### config.mk
export PLATFORM = sky130hd
export DESIGN_NAME = four_queue_round_robin_drain_flat
export DESIGN_NICKNAME = d
export VERILOG_FILES = /design/src/rtl/fqrr_pkg.sv /design/src/rtl/fqrr_if.sv /design/src/rtl/four_queue_round_robin_drain.sv /design/src/rtl/fqrr_ram.sv /design/src/rtl/fqrr_sched.sv /design/src/rtl/fqrr_outstage.sv /design/src/flat_wrapper.sv
export SDC_FILE = /design/constraint.sdc
export NUM_CORES = 2
export LEC_CHECK = 0
export BUFFER_PORTS_ARGS = -buffer_cell sky130_fd_sc_hd__buf_2
export CAP_MARGIN = 20
export CORE_ASPECT_RATIO = 1.5
export CORE_MARGIN = 1.5
export CORE_UTILIZATION = 57
export DETAILED_ROUTE_END_ITERATION = 12
export GPL_ROUTABILITY_DRIVEN = 1
export PLACE_DENSITY = 0.81
export RECOVER_POWER = 25
export REMOVE_ABC_BUFFERS = 1
export SETUP_SLACK_MARGIN = 0.4
export SYNTH_ARGS = -nofsm -noshare
export SYNTH_HDL_FRONTEND = slang
export SYNTH_SLANG_ARGS = --single-unit
export TNS_END_PERCENT = 50
### constraint.sdc
create_clock -name clk_i -period 8.1 [get_ports clk_i]
set_input_delay 0.81 -clock clk_i [delete_from_list [all_inputs] [get_ports clk_i]]
set_output_delay 0.81 -clock clk_i [all_outputs]
set_load 0.03 [all_outputs]
### src/rtl/fqrr_pkg.sv
// Shared constants, status codes and stage types for the four-queue round-robin drain.
package fqrr_pkg;

  localparam int unsigned NumQueues    = 4;
  localparam int unsigned QueueSelW    = 2;
  localparam int unsigned TagPortW     = 64;
  localparam int unsigned QueueDepthDf = 16;
  localparam int unsigned TagBitsDf    = 64;

  typedef enum logic [1:0] {
    STATUS_DONE  = 2'd0,
    STATUS_DROP  = 2'd1,
    STATUS_EMPTY = 2'd2
  } status_e;

  typedef enum logic {
    OP_ENQ = 1'b0,
    OP_DEQ = 1'b1
  } op_e;

  // Decision taken at acceptance, carried alongside the RAM read
  typedef struct packed {
    status_e              status;
    logic [QueueSelW-1:0] queue;
    logic                 deq_hit;
  } fqrr_dec_t;

endpackage

### src/rtl/fqrr_if.sv
// Handshake channel interfaces for requests and results.
interface fqrr_req_if;
  logic        valid;
  logic        ready;
  logic        op;
  logic [1:0]  queue_sel;
  logic [63:0] tag;

  modport source (output valid, output op, output queue_sel, output tag, input ready);
  modport sink   (input valid, input op, input queue_sel, input tag, output ready);
endinterface

interface fqrr_rsp_if;
  logic        valid;
  logic        ready;
  logic [1:0]  status;
  logic [63:0] out_tag;
  logic [1:0]  out_queue;

  modport source (output valid, output status, output out_tag, output out_queue, input ready);
  modport sink   (input valid, input status, input out_tag, input out_queue, output ready);
endinterface

### src/rtl/four_queue_round_robin_drain.sv
// Top level: four tag queues drained in round-robin order.
//
//   channel  dir  payload                              handshake
//   req_i    in   op, queue_sel, tag                   valid/ready
//   rsp_o    out  status, out_tag, out_queue           valid/ready
//
// One item per cycle while rsp_o.ready keeps the result register free; each
// result passes the registered read of the tag RAM, with the decision stage
// beside it, and then the result register before it is presented.
// Reset clears pointers, fill counts and the service pointer; the tag RAM
// is not cleared, the fill counts guard every read.
// A stalled result holds one further item in the decision stage before
// req_i.ready drops.
module four_queue_round_robin_drain
  import fqrr_pkg::*;
#(
  parameter int unsigned QUEUE_DEPTH = QueueDepthDf,
  parameter int unsigned TAG_BITS    = TagBitsDf
) (
  input  logic       clk_i,
  input  logic       rst_ni,
  fqrr_req_if.sink   req_i,
  fqrr_rsp_if.source rsp_o
);

  localparam int unsigned IdxW     = $clog2(QUEUE_DEPTH);
  localparam int unsigned AddrW    = QueueSelW + IdxW;
  localparam int unsigned RamDepth = NumQueues << IdxW;

  logic                accept;
  logic                in_ready;
  logic                ram_we, ram_re;
  logic [AddrW-1:0]    ram_waddr, ram_raddr;
  logic [TAG_BITS-1:0] ram_wdata, ram_rdata;
  fqrr_dec_t           dec;

  assign accept      = req_i.valid && in_ready;
  assign req_i.ready = in_ready;

  fqrr_sched #(
    .QUEUE_DEPTH (QUEUE_DEPTH),
    .TAG_BITS    (TAG_BITS)
  ) u_sched (
    .clk_i       (clk_i),
    .rst_ni      (rst_ni),
    .accept_i    (accept),
    .op_i        (req_i.op),
    .queue_sel_i (req_i.queue_sel),
    .tag_i       (req_i.tag),
    .ram_we_o    (ram_we),
    .ram_waddr_o (ram_waddr),
    .ram_wdata_o (ram_wdata),
    .ram_re_o    (ram_re),
    .ram_raddr_o (ram_raddr),
    .dec_o       (dec)
  );

  fqrr_ram #(
    .WIDTH (TAG_BITS),
    .DEPTH (RamDepth)
  ) u_tag_ram (
    .clk_i   (clk_i),
    .we_i    (ram_we),
    .waddr_i (ram_waddr),
    .wdata_i (ram_wdata),
    .re_i    (ram_re),
    .raddr_i (ram_raddr),
    .rdata_o (ram_rdata)
  );

  fqrr_outstage #(
    .TAG_BITS (TAG_BITS)
  ) u_outstage (
    .clk_i       (clk_i),
    .rst_ni      (rst_ni),
    .accept_i    (accept),
    .dec_i       (dec),
    .rdata_i     (ram_rdata),
    .in_ready_o  (in_ready),
    .out_ready_i (rsp_o.ready),
    .out_valid_o (rsp_o.valid),
    .status_o    (rsp_o.status),
    .out_tag_o   (rsp_o.out_tag),
    .out_queue_o (rsp_o.out_queue)
  );

endmodule

### src/rtl/fqrr_ram.sv
// Generic single-write, single-read RAM with registered read data.
module fqrr_ram #(
  parameter int unsigned WIDTH = 64,
  parameter int unsigned DEPTH = 64
) (
  input  logic                     clk_i,
  input  logic                     we_i,
  input  logic [$clog2(DEPTH)-1:0] waddr_i,
  input  logic [WIDTH-1:0]         wdata_i,
  input  logic                     re_i,
  input  logic [$clog2(DEPTH)-1:0] raddr_i,
  output logic [WIDTH-1:0]         rdata_o
);

  logic [WIDTH-1:0] mem_q [DEPTH];
  logic [WIDTH-1:0] rdata_q;

  always_ff @(posedge clk_i) begin
    if (we_i) begin
      mem_q[waddr_i] <= wdata_i;
    end
    if (re_i) begin
      rdata_q <= mem_q[raddr_i];
    end
  end

  assign rdata_o = rdata_q;

endmodule

### src/rtl/fqrr_sched.sv
// Ring pointers, fill counts and round-robin pick for the four queues.
module fqrr_sched
  import fqrr_pkg::*;
#(
  parameter int unsigned QUEUE_DEPTH = QueueDepthDf,
  parameter int unsigned TAG_BITS    = TagBitsDf,
  localparam int unsigned IdxW  = $clog2(QUEUE_DEPTH),
  localparam int unsigned CntW  = $clog2(QUEUE_DEPTH + 1),
  localparam int unsigned AddrW = QueueSelW + IdxW
) (
  input  logic                 clk_i,
  input  logic                 rst_ni,
  input  logic                 accept_i,
  input  logic                 op_i,
  input  logic [QueueSelW-1:0] queue_sel_i,
  input  logic [TagPortW-1:0]  tag_i,
  output logic                 ram_we_o,
  output logic [AddrW-1:0]     ram_waddr_o,
  output logic [TAG_BITS-1:0]  ram_wdata_o,
  output logic                 ram_re_o,
  output logic [AddrW-1:0]     ram_raddr_o,
  output fqrr_dec_t            dec_o
);

  localparam logic [IdxW-1:0] LastIdx = IdxW'(QUEUE_DEPTH - 1);
  localparam logic [CntW-1:0] FullCnt = CntW'(QUEUE_DEPTH);

  logic [IdxW-1:0]      head_q [NumQueues];
  logic [IdxW-1:0]      tail_q [NumQueues];
  logic [CntW-1:0]      fill_q [NumQueues];
  logic [QueueSelW-1:0] ptr_q, ptr_d;

  logic                 full_sel;
  logic                 found;
  logic [QueueSelW-1:0] pick;
  logic [QueueSelW-1:0] cand;
  logic                 do_enq, do_deq;

  assign full_sel = (fill_q[queue_sel_i] == FullCnt);

  // First non-empty queue from the service pointer onwards
  always_comb begin
    found = 1'b0;
    pick  = '0;
    cand  = '0;
    for (int k = 0; k < NumQueues; k++) begin
      cand = ptr_q + QueueSelW'(k);
      if (!found && (fill_q[cand] != '0)) begin
        found = 1'b1;
        pick  = cand;
      end
    end
  end

  assign do_enq = accept_i && (op_i == OP_ENQ) && !full_sel;
  assign do_deq = accept_i && (op_i == OP_DEQ) && found;
  assign ptr_d  = pick + QueueSelW'(1);

  assign ram_we_o    = do_enq;
  assign ram_waddr_o = {queue_sel_i, tail_q[queue_sel_i]};
  assign ram_wdata_o = tag_i[TAG_BITS-1:0];
  assign ram_re_o    = do_deq;
  assign ram_raddr_o = {pick, head_q[pick]};

  always_comb begin
    dec_o = '{status: STATUS_DONE, queue: '0, deq_hit: 1'b0};
    if (op_i == OP_ENQ) begin
      if (full_sel) begin
        dec_o.status = STATUS_DROP;
      end
    end else if (found) begin
      dec_o.queue   = pick;
      dec_o.deq_hit = 1'b1;
    end else begin
      dec_o.status = STATUS_EMPTY;
    end
  end

  always_ff @(posedge clk_i or negedge rst_ni) begin
    if (!rst_ni) begin
      ptr_q <= '0;
      for (int q = 0; q < NumQueues; q++) begin
        head_q[q] <= '0;
        tail_q[q] <= '0;
        fill_q[q] <= '0;
      end
    end else begin
      if (do_enq) begin
        tail_q[queue_sel_i] <= (tail_q[queue_sel_i] == LastIdx) ? '0
                               : tail_q[queue_sel_i] + IdxW'(1);
        fill_q[queue_sel_i] <= fill_q[queue_sel_i] + CntW'(1);
      end
      if (do_deq) begin
        head_q[pick] <= (head_q[pick] == LastIdx) ? '0 : head_q[pick] + IdxW'(1);
        fill_q[pick] <= fill_q[pick] - CntW'(1);
        ptr_q        <= ptr_d;
      end
    end
  end

endmodule

### src/rtl/fqrr_outstage.sv
// Decision stage beside the RAM read, then the result register toward the sink.
module fqrr_outstage
  import fqrr_pkg::*;
#(
  parameter int unsigned TAG_BITS = TagBitsDf
) (
  input  logic                 clk_i,
  input  logic                 rst_ni,
  input  logic                 accept_i,
  input  fqrr_dec_t            dec_i,
  input  logic [TAG_BITS-1:0]  rdata_i,
  output logic                 in_ready_o,
  input  logic                 out_ready_i,
  output logic                 out_valid_o,
  output logic [1:0]           status_o,
  output logic [TagPortW-1:0]  out_tag_o,
  output logic [QueueSelW-1:0] out_queue_o
);

  logic                 s1_valid_q;
  fqrr_dec_t            s1_dec_q;
  logic                 out_valid_q;
  status_e              status_q;
  logic [TagPortW-1:0]  tag_q, tag_d;
  logic [QueueSelW-1:0] queue_q;
  logic                 out_free, s1_move;

  assign out_free   = !out_valid_q || out_ready_i;
  assign s1_move    = s1_valid_q && out_free;
  assign in_ready_o = !s1_valid_q || s1_move;

  // RAM read data holds while stalled: no new read without a new item
  always_comb begin
    tag_d = '0;
    if (s1_dec_q.deq_hit) begin
      tag_d[TAG_BITS-1:0] = rdata_i;
    end
  end

  always_ff @(posedge clk_i or negedge rst_ni) begin
    if (!rst_ni) begin
      s1_valid_q  <= 1'b0;
      out_valid_q <= 1'b0;
    end else begin
      if (accept_i) begin
        s1_valid_q <= 1'b1;
      end else if (s1_move) begin
        s1_valid_q <= 1'b0;
      end
      if (s1_move) begin
        out_valid_q <= 1'b1;
      end else if (out_ready_i) begin
        out_valid_q <= 1'b0;
      end
    end
  end

  always_ff @(posedge clk_i) begin
    if (accept_i) begin
      s1_dec_q <= dec_i;
    end
    if (s1_move) begin
      status_q <= s1_dec_q.status;
      queue_q  <= s1_dec_q.queue;
      tag_q    <= tag_d;
    end
  end

  assign out_valid_o = out_valid_q;
  assign status_o    = status_q;
  assign out_tag_o   = tag_q;
  assign out_queue_o = queue_q;

endmodule
### src/flat_wrapper.sv
// flat-port wrapper written by rule: the top's interface ports become plain ports
module four_queue_round_robin_drain_flat import fqrr_pkg::*;
#(
  parameter int unsigned QUEUE_DEPTH = QueueDepthDf,
  parameter int unsigned TAG_BITS    = TagBitsDf
)
  (clk_i, rst_ni, req_i_valid, req_i_op, req_i_queue_sel, req_i_tag, req_i_ready, rsp_o_valid, rsp_o_status, rsp_o_out_tag, rsp_o_out_queue, rsp_o_ready);
  fqrr_req_if req_i_i ();
  fqrr_rsp_if rsp_o_i ();
  input  logic clk_i;
  input  logic rst_ni;
  input wire logic [$bits(req_i_i.valid)-1:0] req_i_valid;
  input wire logic [$bits(req_i_i.op)-1:0] req_i_op;
  input wire logic [$bits(req_i_i.queue_sel)-1:0] req_i_queue_sel;
  input wire logic [$bits(req_i_i.tag)-1:0] req_i_tag;
  output wire logic [$bits(req_i_i.ready)-1:0] req_i_ready;
  output wire logic [$bits(rsp_o_i.valid)-1:0] rsp_o_valid;
  output wire logic [$bits(rsp_o_i.status)-1:0] rsp_o_status;
  output wire logic [$bits(rsp_o_i.out_tag)-1:0] rsp_o_out_tag;
  output wire logic [$bits(rsp_o_i.out_queue)-1:0] rsp_o_out_queue;
  input wire logic [$bits(rsp_o_i.ready)-1:0] rsp_o_ready;
  assign req_i_i.valid = req_i_valid;
  assign req_i_i.op = req_i_op;
  assign req_i_i.queue_sel = req_i_queue_sel;
  assign req_i_i.tag = req_i_tag;
  assign req_i_ready = req_i_i.ready;
  assign rsp_o_valid = rsp_o_i.valid;
  assign rsp_o_status = rsp_o_i.status;
  assign rsp_o_out_tag = rsp_o_i.out_tag;
  assign rsp_o_out_queue = rsp_o_i.out_queue;
  assign rsp_o_i.ready = rsp_o_ready;
  four_queue_round_robin_drain #(.QUEUE_DEPTH(QUEUE_DEPTH), .TAG_BITS(TAG_BITS)) u_core (.clk_i(clk_i), .rst_ni(rst_ni), .req_i(req_i_i), .rsp_o(rsp_o_i));
endmodule
== After elaboration in Yosys (flattened, before gate mapping) ==
Memories as Yosys holds them, arrays and structs flattened. A register that Yosys moved wholly into a read port is not among the register bits.
Index checks and enable logic that the tools add are counted.
Widths: inputs -> output; s select.

* Input port bits: 71
* Register bits after elaboration: 129
* Output and inout bits: 70
* Memory bits (writable): 4096
* Latch bits: 0
* Memories kept: 1
* Memory bits (read-only): 0
* Logic and storage cells: 132

{| class="wikitable"
|+ Memories
! memory !! words !! width !! rd ports !! clocked after memory_dff !! wr ports !! line !! source
|-
| u_core.u_tag_ram.mem_q || 64 || 64 || 1 || 1 || 1 || fqrr_ram.sv:15 || <nowiki>logic [WIDTH-1:0] mem_q [DEPTH];</nowiki>
|}

* Mux-type cells: 58
* Reduce and logical (&&, ||, !) cells: 26
* Equal/unequal tests: 3
* Add/sub/neg operators: 8
* Divide/modulo/power cells: 0
* Bitwise gates (word level): 7
* Shift operators: 0
* Multipliers: 0
* Magnitude comparators: 8

{| class="wikitable"
|+ Operator list
! kind !! count
|-
| $mux 5 || 14
|-
| $bmux 5 s2 || 6
|-
| $bwmux 20 || 2
|-
| $mux 20 || 2
|-
| $bwmux 16 || 2
|-
| $mux 4 || 8
|-
| $demux 5 s2 || 2
|-
| $reduce_bool 5->1 || 4
|-
| $ge 3x3->1 const B || 6
|-
| $not 2->3 || 6
|-
| $bmux 4 s2 || 2
|-
| $demux 4 s2 || 2
|-
| $mux 1 || 12
|-
| $mux 2 || 6
|-
| $logic_and 1x1->1 || 11
|-
| $add 4x1->4 const B || 2
|-
| $eq 4x4->1 const B || 2
|-
| $logic_not 1->1 || 6
|-
| $lt 3x1->1 const B || 2
|-
| $add 5x1->5 const B || 1
|-
| $eq 5x5->1 const B || 1
|-
| $sub 5x1->5 const B || 1
|-
| $add 2x1->2 const B || 2
|-
| $add 2x2->2 const B || 2
|-
| 4 further kinds || 6
|}

== Depth between registers and ports, before layout ==
* Word-level depth: 22
* Mapped depth: 17
* Gate-level depth less buffers: 12

== Hierarchy ==
Synthesis repeated with hierarchy kept, for this count alone.

* Cells, all modules: 7130
* Area, all modules: 163449.3 um^2

{| class="wikitable"
|+ Modules (own cells, without submodules)
! module !! cells an instance !! sequential area each (um^2) !! instances !! area an instance (um^2)
|-
| fqrr_ram || 6598 || 124919.8 || 1 || 156989.3
|-
| fqrr_sched || 380 || 1351.3 || 1 || 3664.8
|-
| fqrr_outstage || 151 || 2242.2 || 1 || 2788.9
|-
| four_queue_round_robin_drain || 1 || 0.0 || 1 || 6.3
|}

== Worst setup path after synthesis ==
OpenSTA, ideal clock, no wires.

* Path type: in2reg
* From: input req_i_queue_sel[0]
* To: memory u_core.u_tag_ram.mem_q[7][0] (enable)
* Stages on the path: 9
* Data arrival time: 8.523 ns
* Slack: -1.067 ns
* Setup time: 0.644 ns
* Path buffers: 3
* Data required time: 7.456 ns
* Path through: clkbuf_1 -> clkbuf_1 -> mux4_2 -> inv_1 -> ha_1 -> nand2_1 -> o311ai_1 -> clkbuf_1 -> nor4_1

* Cells in the longest elaborated chain, start to end: 9
* Elaborated cells between the ends (all ways): 12
* Classes of those cells: 1 x eq/ne; 8 x mux; 1 x bitwise; 2 x reduce/logical

{| class="wikitable"
|+ Ends and longest elaborated chain
! element !! line !! source
|-
| start: declaration || flat_wrapper.sv:14 || <nowiki>input wire logic [$bits(req_i_i.queue_sel)-1:0] req_i_queue_sel;</nowiki>
|-
| $not 2->3 (implied by the code) || fqrr_sched.sv:39, fqrr_sched.sv:60 ||
|-
| $bmux 5 s2 || fqrr_sched.sv:39 || <nowiki>assign full_sel = (fill_q[queue_sel_i] == FullCnt);</nowiki>
|-
| $mux 5 (implied by the code) (2 in series) || fqrr_sched.sv:39 ||
|-
| $eq 5x5->1 || fqrr_sched.sv:39 ||
|-
| $logic_not 1->1 || fqrr_sched.sv:55 || <nowiki>assign do_enq = accept_i && (op_i == OP_ENQ) && !full_sel;</nowiki>
|-
| $logic_and 1x1->1 || fqrr_sched.sv:55 ||
|-
| $mux 1 || fqrr_ram.sv:19 || <nowiki>if (we_i) begin</nowiki>
|-
| $mux 1 (implied by the code) || fqrr_ram.sv:20 || <nowiki>mem_q[waddr_i] <= wdata_i;</nowiki>
|-
| end: declaration || fqrr_ram.sv:15 ||
|}

Several ways; a longest one is shown, not always the timed one. The select of a mux whose other input is x is not followed.

== Worst setup path after layout ==
* From: register u_core.u_sched.fill_q[8] (netlist name)
* To: register u_core.u_tag_ram.rdata_q[21], in the netlist u_core.u_tag_ram.rdata_o[21] (read register of u_core.u_tag_ram.mem_q), data pin

* Cells in the longest elaborated chain, start to end: 18
* Elaborated cells between the ends (all ways): 35
* Classes of those cells: 23 x mux; 1 x bitwise; 11 x reduce/logical

{| class="wikitable"
|+ Ends and longest elaborated chain
! element !! line !! source
|-
| start: declaration || fqrr_sched.sv:30 || <nowiki>logic [CntW-1:0] fill_q [NumQueues];</nowiki>
|-
| start signal: indexed assignment || fqrr_sched.sv:91 || <nowiki>fill_q[queue_sel_i] <= fill_q[queue_sel_i] + CntW'(1);</nowiki>
|-
| start signal: indexed assignment || fqrr_sched.sv:95 || <nowiki>fill_q[pick] <= fill_q[pick] - CntW'(1);</nowiki>
|-
| $bmux 5 s2 || fqrr_sched.sv:48 || <nowiki>if (!found && (fill_q[cand] != '0)) begin</nowiki>
|-
| $mux 5 (implied by the code) (2 in series) || fqrr_sched.sv:48 ||
|-
| $reduce_bool 5->1 || fqrr_sched.sv:48 ||
|-
| $mux 1 || fqrr_sched.sv:48 ||
|-
| $logic_not 1->1 || fqrr_sched.sv:48 ||
|-
| $logic_and 1x1->1 || fqrr_sched.sv:48 ||
|-
| $mux 1 || fqrr_sched.sv:48 ||
|-
| $logic_not 1->1 || fqrr_sched.sv:48 ||
|-
| $logic_and 1x1->1 || fqrr_sched.sv:48 ||
|-
| $mux 1 || fqrr_sched.sv:48 ||
|-
| $logic_not 1->1 || fqrr_sched.sv:48 ||
|-
| $logic_and 1x1->1 || fqrr_sched.sv:48 ||
|-
| $mux 2 || fqrr_sched.sv:48 ||
|-
| $not 2->3 (implied by the code) || fqrr_sched.sv:63 || <nowiki>assign ram_raddr_o = {pick, head_q[pick]};</nowiki>
|-
| $bmux 4 s2 || fqrr_sched.sv:63 ||
|-
| $mux 4 (implied by the code) (2 in series) || fqrr_sched.sv:63 ||
|-
| end: declaration || fqrr_ram.sv:16 || <nowiki>logic [WIDTH-1:0] rdata_q;</nowiki>
|}

Several ways; a longest one is shown, not always the timed one. The select of a mux whose other input is x is not followed.
A chain may end at the register's enable or synchronous reset.

==> metrics.yaml <==
clock_tree:
  cts_setup_buffers: 0
  cts_max_path_buffers: 4
  cts.repair.resized: 0
  root_buffer: "clkbuf_16"
  cts_tree: "yes"
  h-tree-depth: 5
  cts.clk_slew.worst_paths_ns: 0.07
  clk_latency_ns: 0.94
  clkSinkCount: 4289
  cts_buffers: 370
  cts_hold_buf: 0
status:
  violations: "max-capacitance violations, max-slew violations"
  status: "finished, violations left"
placed_design:
  numPortBuffers: 140
  dpl.hpwl_mm: 244
  place_area_sq_mm: 0.170
  gp_congestion: 0.871
  dp_slack_ns: 2.01
timing:
  grt_setup_unrepaired: "no"
  period_minus_slack_ns: 6.46
  fin_crit_sh_pct: 79.8
  slew_headroom_pct: -126
  worstMarginPinSlew_ns: 3.39
  skew_ns: 0.0584
  fmax_ghz: 0.155
  hold_viol_final: 0
  setup_violations: 0
  slew_viol_final: 2778
  setup_slack_ns: 1.64
critical_path:
  crit_start: "u_core.u_sched.fill_q[8]"
  arrival_ns: 7.11
  crit_path_end_kind: "register"
  critPathCapture: "u_core.u_tag_ram.rdata_o[21]"
  r2r_end: "u_core.u_tag_ram.rdata_o[21]"
  r2r-start: "u_core.u_sched.fill_q[8]"
  rrSetupSlack_ns: 1.64
  crit_required_ns: 8.74
  worstSetupStartpointType: "register"
  path_class: "register to register"
  r2r_cells: 13
  worstPathMaxFanout: 30
die:
  dieArea_sq_mm: 0.291
  die_w_um: 441
  io_pins: 141
  start_util_pct: 57.2
  fp.dieH_um: 660
  floorplan.rows: 241
  core_sq_mm: 0.287
layout:
  final_common_cell: "edfxtp_1"
  multi_input_area_sq_mm: 0.0335
  area_growth_pct: 10.9
  stdcell_area_sq_mm: 0.182
  layout_common_cells: "edfxtp_1, nand2_1, mux2i_1"
  nNetsFinal: 9420
  drive_gt1_share_pct: 14.5
  seqCellArea_sq_mm: 0.129
  nFillCells: 17700
yosys:
  muxShareOfSynthArea_pct: 9.10
  ys_seq_elements: 4289
  syn_area_sq_mm: 0.164
  syn_inst: 9119
  synth_flop_cell: "edfxtp_1"
  synth_edf_count: 4233
  async_reset_ff_share_pct: 1.31
  synth_area_per_cell_sq_um: 18.0
  ys_seq_area_share_pct: 78.4
  synth_fa_ha_area_share_pct: 0.0687
  synth_xor_xnor_area_share_pct: 0.0427
  ys_warn_count: 0
  synth_top_family_by_area: "multiplexers"
  synth_compound_area_share_pct: 4.23
  netlist-cell-type-count: 61
  yosys.area_share.simple_pct: 6.62
pwr:
  p_per_area_mw_per_mm2: 448
  power_frac_seq_pct: 31.6
  pwr-share-clk_pct: 21.6
  comb_power_share_pct: 46.9
  p_total_uw: 81400
  power.internal_uw: 48600
  switching_share_pct: 40.3
  max-vdd-ir-drop_mv: 1.22
  p_leak_uw: 0.0584
  switchingPower_uw: 32800
detailed_routing:
  drt_iter0_drc: 15500
  drt_wl_total_mm: 482
  first_pass_iters: 9
  ant_nets: 0
  vias: 95600
  wl_per_cell_um: 36.0
  drc: 0
  vias_per_cell: 7.13
run:
  cap_violations: 43
grt:
  grt_pass1_vias: 95400
  grt-ovfl-total: 0
  grt_use_total_pct: 32.7
  grt_max_degree: 144
  grt_pass1_wl_mm: 672
  antenna_found_initial: 25
worst_hold_path:
  min_path_type: "input port to register"
how the worst min path moves through the flow:
stage	start	to	slack, ns	cells after the start
final	req_i_valid	u_core.u_outstage.s1_valid_q	0.11	2
after global routing	req_i_valid	u_core.u_outstage.s1_valid_q	0.11	2
after CTS	rst_ni	u_core.u_outstage.out_valid_o	0.05	2
after detailed placement	u_core.u_outstage.s1_dec_q[4]	u_core.u_outstage.status_o[1]	0.48	0
after global placement	u_core.u_outstage.s1_valid_q	u_core.u_outstage.out_valid_o	0.47	1
after floorplan	u_core.u_outstage.s1_dec_q[1]	u_core.u_outstage.out_queue_o[0]	0.40	0
stage by stage:
step	TNS, ns	utilization [%]	instances	hold slack (ns)
6_report	0	63.4	13400	0.109
5_1_grt	0	63.4	13400	0.111
4_1_cts	0	63.4	13400	0.0525
3_5_place_dp	0	59.3	12700	0.480
3_3_place_gp	0	59.3	12700	0.471
2_1_floorplan	-9834.18	-	8568	0.400
worst max-delay path: stages (launching register included):
cell and delay, ns:
dfrtp_1 0.41, nor4_1 0.66, a21oi_1 0.24, a211oi_2 0.33, and2_1 0.81, inv_2 0.35, o32a_2 0.56, a21oi_4 0.86
buf_12 0.28, buf_4 0.49, a32oi_1 0.20, and3_1 0.26, nor3_1 0.49, nand4_1 0.20
registers in the layout, indices dropped and copies added (netlist names):
register                       count
u_core.u_outstage.out_queue_o      2
u_core.u_sched.fill_q             20
u_core.u_tag_ram.mem_q          4096
u_core.u_sched.ptr_q               2
u_core.u_outstage.s1_valid_q       1
u_core.u_outstage.out_tag_o       64
u_core.u_sched.head_q             16
u_core.u_outstage.out_valid_o      1
u_core.u_outstage.status_o         2
u_core.u_outstage.s1_dec_q         5
u_core.u_sched.tail_q             16
u_core.u_tag_ram.rdata_o          64
power by group through the flow:
| stage | registers (uW) | logic [uW] | clock network (uW) |
|---|---|---|---|
| final | 25700 | 38100 | 17600 |
| after global routing | 25700 | 39500 | 18300 |
| after CTS | 25700 | 37300 | 17500 |
| after detailed placement | 26100 | 36500 | 0 |
| after global placement | 26100 | 35300 | 0 |
| after floorplan | 26000 | 13600 | 0 |
routing by layer:
layer  share of wire, %  global-route usage (%)  vias to the layer above  routed length [um]
met4                9.0                    24.0                       18               43500
met2                 47                    52.3                     9087              229000
li1                   -                       -                    36800                   -
met5              0.045                   0.353                        -                 216
met1                 30                    38.2                    47400              144000
met3                 14                    8.22                     2276               65500
area by class of cell:
cell class                 instances  share of cell area [%]
sequential                      4289                    70.7
multi-input combinational       4264                    18.4
clock buffer                     455                    5.37
tap                             3766                    2.59
timing repair buffer             400                    1.73
clock inverter                   209                    1.10
inverter                          15                  0.0351
antenna                           17                  0.0234
cells by family (layout without fill, tap and decap cells):
kind of cell / after synthesis / count (layout)
compound gates: 860 / 860
xor+xnor: 8 / 8
fa+ha+maj: 9 / 9
buf+inv: 566 / 1079
flops: 4289 / 4289
mux: 996 / 996
other cells: 0 / 17
simple gates: 2391 / 2391
cell usage after synthesis (85+ instances only):
cell type	instances	area (sq um)
a32oi_1	448	3920
nand2_1	1469	5510
nor2_1	85	319
mux2i_1	582	5830
nand4_1	129	807
edfxtp_1	4233	127000
mux4_2	393	8850
buf_2	207	1040
clkbuf_1	276	1040
and3_1	196	1230
nand3_1	268	1340
a22oi_1	192	1440
a211oi_1	128	961
(Power assumes the default switching activity.)
